$ cat config.mk
export PLATFORM = sky130hd
export DESIGN_NAME = arpeggio_pattern_generator
export DESIGN_NICKNAME = d
export VERILOG_FILES = /design/src/apg_pkg.sv /design/src/arpeggio_pattern_generator.sv
export SDC_FILE = /design/constraint.sdc
export NUM_CORES = 1
export LEC_CHECK = 0
export BUFFER_PORTS_ARGS = -buffer_cell sky130_fd_sc_hd__buf_4
export CORE_MARGIN = 3
export CORE_UTILIZATION = 35
export DETAILED_ROUTE_END_ITERATION = 10
export PLACE_DENSITY_LB_ADDON = 0.1
export SLEW_MARGIN = 40
export SYNTH_ARGS = -nofsm -noshare
export SYNTH_HDL_FRONTEND = slang
export SYNTH_SLANG_ARGS = --single-unit
$ cat constraint.sdc
create_clock -name clk -period 5.61 [get_ports clk]
set_clock_uncertainty 0.05 [all_clocks]
set_input_delay 0.8415 -clock clk [delete_from_list [all_inputs] [get_ports clk]]
set_output_delay 0.8415 -clock clk [all_outputs]
set_load 0.01 [all_outputs]
$ cat src/apg_pkg.sv
// ----------------------------------------------------------------------------
// Arpeggio pattern generator package
// Shared types and register codes for the arpeggio pattern generator.
// ----------------------------------------------------------------------------
package apg_pkg;

  localparam int unsigned KEY_W  = 7;
  localparam int unsigned CNT_W  = 8;
  localparam int unsigned DATA_W = 8;
  localparam int unsigned IDX_W  = 2;

  typedef enum logic [2:0] {
    MODE_UP         = 3'd0,
    MODE_DOWN       = 3'd1,
    MODE_UPDOWN     = 3'd2,
    MODE_DOWNUP     = 3'd3,
    MODE_SIGMA_UP   = 3'd4,
    MODE_SIGMA_DOWN = 3'd5
  } mode_t;

  typedef enum logic [IDX_W-1:0] {
    REG_ARP_MODE      = 2'd0,
    REG_KEY_COUNT     = 2'd1,
    REG_REPEAT_BOTTOM = 2'd2,
    REG_REPEAT_TOP    = 2'd3
  } reg_idx_t;

  typedef enum logic [3:0] {
    SEG_LEAD   = 4'b0001,
    SEG_MAIN   = 4'b0010,
    SEG_TRAIL  = 4'b0100,
    SEG_APPEND = 4'b1000
  } seg_t;

endpackage

$ cat src/arpeggio_pattern_generator.sv
// ----------------------------------------------------------------------------
// Arpeggio pattern generator
// Emits one key index of a repeating arpeggio pattern per step transaction.
// ----------------------------------------------------------------------------
//  Channel  Direction  Handshake          Payload
//  in       input      in_valid/in_stall  in_restart
//  out      output     out_valid/out_stall out_key_index, out_pattern_last,
//                                          out_bad_count
//  cfg      input      cfg_we             cfg_index, cfg_wdata
//
// One transaction per cycle unless stalled; each result is registered.
// The pattern position and the result register are the only pipeline state.
// A new transaction is taken whenever the result register is empty or drains.
// Reset is synchronous and active low and restores the register defaults.
// Any configuration write returns the pattern to its first element.
module arpeggio_pattern_generator
  import apg_pkg::*;
#(
  parameter int unsigned MAX_KEYS = 128
) (
  input  logic              clk,
  input  logic              rst_n,
  input  logic              in_valid,
  output logic              in_stall,
  input  logic              in_restart,
  output logic              out_valid,
  input  logic              out_stall,
  output logic [KEY_W-1:0]  out_key_index,
  output logic              out_pattern_last,
  output logic              out_bad_count,
  input  logic              cfg_we,
  input  logic [IDX_W-1:0]  cfg_index,
  input  logic [DATA_W-1:0] cfg_wdata
);

  localparam logic [CNT_W:0] MAX_K = (CNT_W+1)'(MAX_KEYS);

  logic [2:0]       mode_r;
  logic [CNT_W-1:0] count_r;
  logic             rep_bot_r;
  logic             rep_top_r;

  seg_t             seg_r, seg_nxt;
  logic [CNT_W-1:0] inner_r, inner_nxt;
  logic [CNT_W-1:0] outer_r, outer_nxt;

  logic             out_valid_r;
  logic [KEY_W-1:0] key_r, key_nxt;
  logic             last_r, last_nxt;
  logic             bad_r, bad_nxt;

  logic             accept;
  logic [CNT_W-1:0] k;
  logic [CNT_W-1:0] k_m1;
  logic [CNT_W-1:0] k_m2;
  mode_t            mode;
  logic             downish;
  logic             sigma;
  logic             has_append;
  logic             lead_len;
  logic             trail_len;
  seg_t             cur_seg;
  logic [CNT_W-1:0] cur_j;
  logic [CNT_W-1:0] cur_i;
  logic [CNT_W-1:0] jn;
  logic [CNT_W-1:0] in1;
  logic [CNT_W-1:0] key;

  assign in_stall = out_valid_r && out_stall;
  assign accept   = in_valid && !in_stall;

  assign k    = ({1'b0, count_r} > MAX_K) ? MAX_K[CNT_W-1:0] : count_r;
  assign k_m1 = k - CNT_W'(1);
  assign k_m2 = k - CNT_W'(2);

  always_comb begin
    case (mode_r)
      MODE_DOWN:       mode = MODE_DOWN;
      MODE_UPDOWN:     mode = MODE_UPDOWN;
      MODE_DOWNUP:     mode = MODE_DOWNUP;
      MODE_SIGMA_UP:   mode = MODE_SIGMA_UP;
      MODE_SIGMA_DOWN: mode = MODE_SIGMA_DOWN;
      default:         mode = MODE_UP;
    endcase
  end

  assign downish    = (mode == MODE_DOWN) || (mode == MODE_DOWNUP);
  assign sigma      = (mode == MODE_SIGMA_UP) || (mode == MODE_SIGMA_DOWN);
  assign has_append = ((mode == MODE_UPDOWN) || (mode == MODE_DOWNUP)) && (k_m2 != '0);
  assign lead_len   = downish ? rep_top_r : rep_bot_r;
  assign trail_len  = downish ? rep_bot_r : rep_top_r;

  always_comb begin
    cur_seg   = in_restart ? SEG_LEAD : seg_r;
    cur_j     = in_restart ? '0 : inner_r;
    cur_i     = in_restart ? '0 : outer_r;
    if (!sigma && cur_seg == SEG_LEAD && !lead_len) begin
      cur_seg = SEG_MAIN;
    end
    jn        = cur_j + CNT_W'(1);
    in1       = cur_i + CNT_W'(1);
    key       = '0;
    seg_nxt   = cur_seg;
    inner_nxt = jn;
    outer_nxt = cur_i;
    last_nxt  = 1'b0;

    if (sigma) begin
      key = (mode == MODE_SIGMA_UP) ? cur_j : k_m1 - cur_j;
      if (cur_j == cur_i) begin
        inner_nxt = '0;
        outer_nxt = in1;
        last_nxt  = (in1 >= k);
      end
    end else begin
      case (cur_seg)
        SEG_LEAD: begin
          key       = downish ? k_m1 : '0;
          seg_nxt   = SEG_MAIN;
          inner_nxt = '0;
        end
        SEG_MAIN: begin
          key = downish ? k_m1 - cur_j : cur_j;
          if (jn >= k) begin
            inner_nxt = '0;
            if (trail_len) begin
              seg_nxt = SEG_TRAIL;
            end else if (has_append) begin
              seg_nxt = SEG_APPEND;
            end else begin
              last_nxt = 1'b1;
            end
          end
        end
        SEG_TRAIL: begin
          key       = downish ? '0 : k_m1;
          inner_nxt = '0;
          if (has_append) begin
            seg_nxt = SEG_APPEND;
          end else begin
            last_nxt = 1'b1;
          end
        end
        SEG_APPEND: begin
          key = (mode == MODE_UPDOWN) ? k_m2 - cur_j : jn;
          if (jn >= k_m2) begin
            last_nxt = 1'b1;
          end
        end
        default: begin
          key      = '0;
          last_nxt = 1'b1;
        end
      endcase
    end

    if (last_nxt) begin
      seg_nxt   = SEG_LEAD;
      inner_nxt = '0;
      outer_nxt = '0;
    end

    key_nxt = key[KEY_W-1:0];
    bad_nxt = 1'b0;
    if (k < CNT_W'(2)) begin
      key_nxt   = '0;
      last_nxt  = 1'b0;
      bad_nxt   = 1'b1;
      seg_nxt   = SEG_LEAD;
      inner_nxt = '0;
      outer_nxt = '0;
    end
  end

  always_ff @(posedge clk) begin
    if (!rst_n) begin
      mode_r    <= MODE_UP;
      count_r   <= CNT_W'(2);
      rep_bot_r <= 1'b0;
      rep_top_r <= 1'b0;
      seg_r     <= SEG_LEAD;
      inner_r   <= '0;
      outer_r   <= '0;
    end else if (cfg_we) begin
      case (cfg_index)
        REG_ARP_MODE:      mode_r    <= cfg_wdata[2:0];
        REG_KEY_COUNT:     count_r   <= cfg_wdata[CNT_W-1:0];
        REG_REPEAT_BOTTOM: rep_bot_r <= cfg_wdata[0];
        REG_REPEAT_TOP:    rep_top_r <= cfg_wdata[0];
        default:           mode_r    <= mode_r;
      endcase
      seg_r   <= SEG_LEAD;
      inner_r <= '0;
      outer_r <= '0;
    end else if (accept) begin
      seg_r   <= seg_nxt;
      inner_r <= inner_nxt;
      outer_r <= outer_nxt;
    end
  end

  always_ff @(posedge clk) begin
    if (!rst_n) begin
      out_valid_r <= 1'b0;
    end else if (accept) begin
      out_valid_r <= 1'b1;
    end else if (!out_stall) begin
      out_valid_r <= 1'b0;
    end
  end

  always_ff @(posedge clk) begin
    if (accept) begin
      key_r  <= key_nxt;
      last_r <= last_nxt;
      bad_r  <= bad_nxt;
    end
  end

  assign out_valid        = out_valid_r;
  assign out_key_index    = key_r;
  assign out_pattern_last = last_r;
  assign out_bad_count    = bad_r;

endmodule

==> impl_metrics.env <==
export IMPL_first_global_vias=3411
export IMPL_hold_start="outer_r[2]"
export IMPL_hold_path_class="flip-flop to flip-flop"
export IMPL_core_rowCount=38
export IMPL_critPathTopFamily="compound AO/OA/AOI/OAI gates"
export IMPL_postCtsSetupRepairBufs=0
export IMPL_firstDrtPassIters=5
export IMPL_async_flop_share_pct=0
export IMPL_antenna_cells=0
export IMPL_clock_fmax_mhz=219.6
export IMPL_holdPathStages=2
export IMPL_vias=3565
export IMPL_synth_most_common_cell="nand2_1"
export IMPL_antenna_left=0
export IMPL_fin_crit_sh_pct=81.16
export IMPL_port_buffers=26
export IMPL_drive_gt1_share_pct=10.53
export IMPL_syn2layout_area_growth_pct=10.72
export IMPL_start_util_pct=36.03
export IMPL_relSlewSlack_pct=46.49
export IMPL_netlist_top_cells_count="nand2_1 (46), o21ai_0 (40), ha_1 (38), a21oi_1 (36), nor2_1 (36)"
export IMPL_synthTopCellsByArea="dfxtp_1 (17%), ha_1 (12%), edfxtp_1 (6.9%)"
export IMPL_r2r_start="count_r[7]"
export IMPL_hold_path_end="outer_r[2]"
export IMPL_synthesis_nets=550
export IMPL_grt_max_degree=26
export IMPL_synth_top_area_share_pct=17.35
export IMPL_ctsHoldBuffers=0
export IMPL_final_nets=568
export IMPL_track_usage_pct=18.16
export IMPL_cpPeakStageDelay_ns=0.48
export IMPL_combinationalPowerShare_pct=26.6
export IMPL_syn_inst=494
export IMPL_clock_path_buffers=2
export IMPL_cp_num_buf_inv=4
export IMPL_worst_slew_pin_slew_ns=0.7942
export IMPL_dr_first_iter_drc_count=225
export IMPL_r2r_slack_ns=1.52
export IMPL_hold_violations=0
export IMPL_die_area_um2=12510
export IMPL_io_pins=27
export IMPL_leakage_nw=1.896
export IMPL_intPower_mw=0.4963
export IMPL_grt_overflow=0
export IMPL_clk_insertion_delay_late_ns=0.31
export IMPL_clkPwrFrac_pct=27.8
export IMPL_ys_ff_latch=43
export IMPL_cts_max_level=2
export IMPL_synth_warnings=0
export IMPL_post_drt_wl_per_cell_um=17.39
export IMPL_path_cells="buf_4 > inv_1 > nand2_1 > inv_1 > ha_1 > and3_1 > mux2i_1 > inv_1 > ha_1 > a21o_1 > a221oi_1 > o21ai_0 > a31o_2 > a21o_1 > nor4_1 > a22oi_1 > o21ai_1"
export IMPL_critPathLaunchType="primary input"
export IMPL_layout_min_cycle_time_ns=4.553
export IMPL_die_w_um=111.9
export IMPL_fp_dieH_um=111.9
export IMPL_sw_frac_of_total_pct=32.79
export IMPL_rsz0062_at_grt="no"
export IMPL_p_switching_mw=0.2421
export IMPL_synth_area_um2=3923
export IMPL_netlist_top_cell_by_area="dfxtp_1"
export IMPL_routed_wl_mm=11.36
export IMPL_antenna_found_initial=0
export IMPL_peakVddDrop_uv=101.5
export IMPL_hold_slack_ns=0.4661
export IMPL_cts_tree="done"
export IMPL_seq_area_frac_synth_pct=24.24
export IMPL_grt_pass1_wl_mm=18.24
export IMPL_core_um2=10890
export IMPL_clkSinkCount=43
export IMPL_seq_power_share_pct=45.5
export IMPL_r2r_cells=13
export IMPL_r2r_end="outer_r[1]"
export IMPL_slowest_stage="nor4_1"
export IMPL_cpMostUsedCell="inv_1"
export IMPL_setup_tns_ns=0
export IMPL_drv_slew=0
export IMPL_syn_avg_cell_area_um2=7.940
export IMPL_via_per_inst=5.459
export IMPL_end_kind="flip-flop"
export IMPL_hpwl_mm=9.135
export IMPL_critPathRequiredTime_ns=5.81
export IMPL_critical_path_class="primary input to flip-flop"
export IMPL_drc=0
export IMPL_synthDistinctLibCells=65
export IMPL_yosys_most_used_dff="dfxtp_1"
export IMPL_powerDensity_nw_per_um2=170.0
export IMPL_path_clk_slew_ns=0.09
export IMPL_drv_cap=0
export IMPL_place_congestion=0.8298
export IMPL_cts_buffers=5
export IMPL_synth_edf_count=9
export IMPL_crit_fanout=25
export IMPL_root_buffer="clkbuf_8"
export IMPL_crit_arrival_ns=4.75
export IMPL_finalSetupViolCount=0
export IMPL_post_cts_resized=0
export IMPL_outcome="finished, final reports clean"
[flip-flops by register name, indices dropped and copies added, names as in the netlist]
signal / count
out_bad_count: 1
inner_r: 8
rep_bot_r: 1
mode_r: 3
outer_r: 8
out_key_index: 7
count_r: 8
out_pattern_last: 1
out_valid: 1
rep_top_r: 1
seg_r: 4
[kinds of logic after synthesis]
group	synth area share, %
adder cells (fa/ha/maj)	13.14
AND/OR/NAND/NOR	22.78
XOR/XNOR	7.145
AO/OA/AOI/OAI	22.81
flip-flops	24.24
buffers and inverters	4.912
multiplexers	4.976
[power groups by stage]
stage / clock (mW) / sequential, mW / combinational, mW
after global routing: 0.223 / 0.338 / 0.221
after CTS: 0.208 / 0.336 / 0.198
final: 0.205 / 0.336 / 0.197
after global placement: 0 / 0.343 / 0.193
after detailed placement: 0 / 0.343 / 0.196
after floorplan: 0 / 0.341 / 0.142
[cells in the final DEF, fill, tap and decap left out, types with 6 or more instances in the layout]
master    instances
nor2b_1          27
nand2b_1          6
mux2i_1          18
a21oi_1          36
a21o_1            9
dfxtp_1          34
ha_1             38
and3_1            8
inv_1            29
nand3_1          11
nand2_1          46
o21ai_0          40
buf_4            29
xor2_1           12
nor2_1           35
xnor2_1          20
edfxtp_1          9
o21a_1            6
nor3_1           12
[per-stage QoR]
stage	setup WS, ns	power (mW)	instances	util [%]	cell area, um2
2_1_floorplan	1.448	0.4821	494	-	3923
3_3_place_gp	0.9557	0.5362	645	38.95	4240
3_5_place_dp	0.8039	0.5395	645	39.08	4255
4_1_cts	1.128	0.7420	653	39.86	4340
5_1_grt	0.8137	0.7830	653	39.89	4343
6_report	1.057	0.7384	653	39.89	4343
[worst max-delay path by stage]
stage	startpoint	endpoint	depth (start not counted)
3_5_place_dp	in_restart	inner_r[7]	17
3_3_place_gp	in_restart	inner_r[7]	17
6_report	in_restart	seg_r[1]	17
4_1_cts	in_restart	inner_r[7]	17
5_1_grt	in_restart	inner_r[2]	17
2_1_floorplan	in_restart	inner_r[3]	17
[worst register-to-register path, cell delays in order, from the launching register on]
cell and delay (ns):
dfxtp_1 0.49, clkinv_1 0.36, nand2_1 0.40, ha_1 0.44, nor2_1 0.09, a21oi_1 0.28, inv_1 0.09, ha_1 0.33
o2111ai_1 0.12, a32o_1 0.27, a21oi_1 0.39, o21ai_4 0.17, a41o_2 0.35, a22o_1 0.18
[per-layer routing]
layer	part of all wire [%]	up-vias	global-route usage, %
met1	48	1665	24.98
met3	3.4	17	2.391
met5	0	-	0
li1	-	1804	-
met4	2.2	0	4.866
met2	47	79	29.98
[layout make-up]
cell class,count,area (um2)
clock inverters,2,12.51
clock buffers,6,72.57
inverters,30,112.6
repair buffers,29,217.7
flip-flops and latches,43,950.9
well taps,140,175.2
fillers,1134,6545
multi-input cells,403,2801
(Power assumes the default switching activity.)
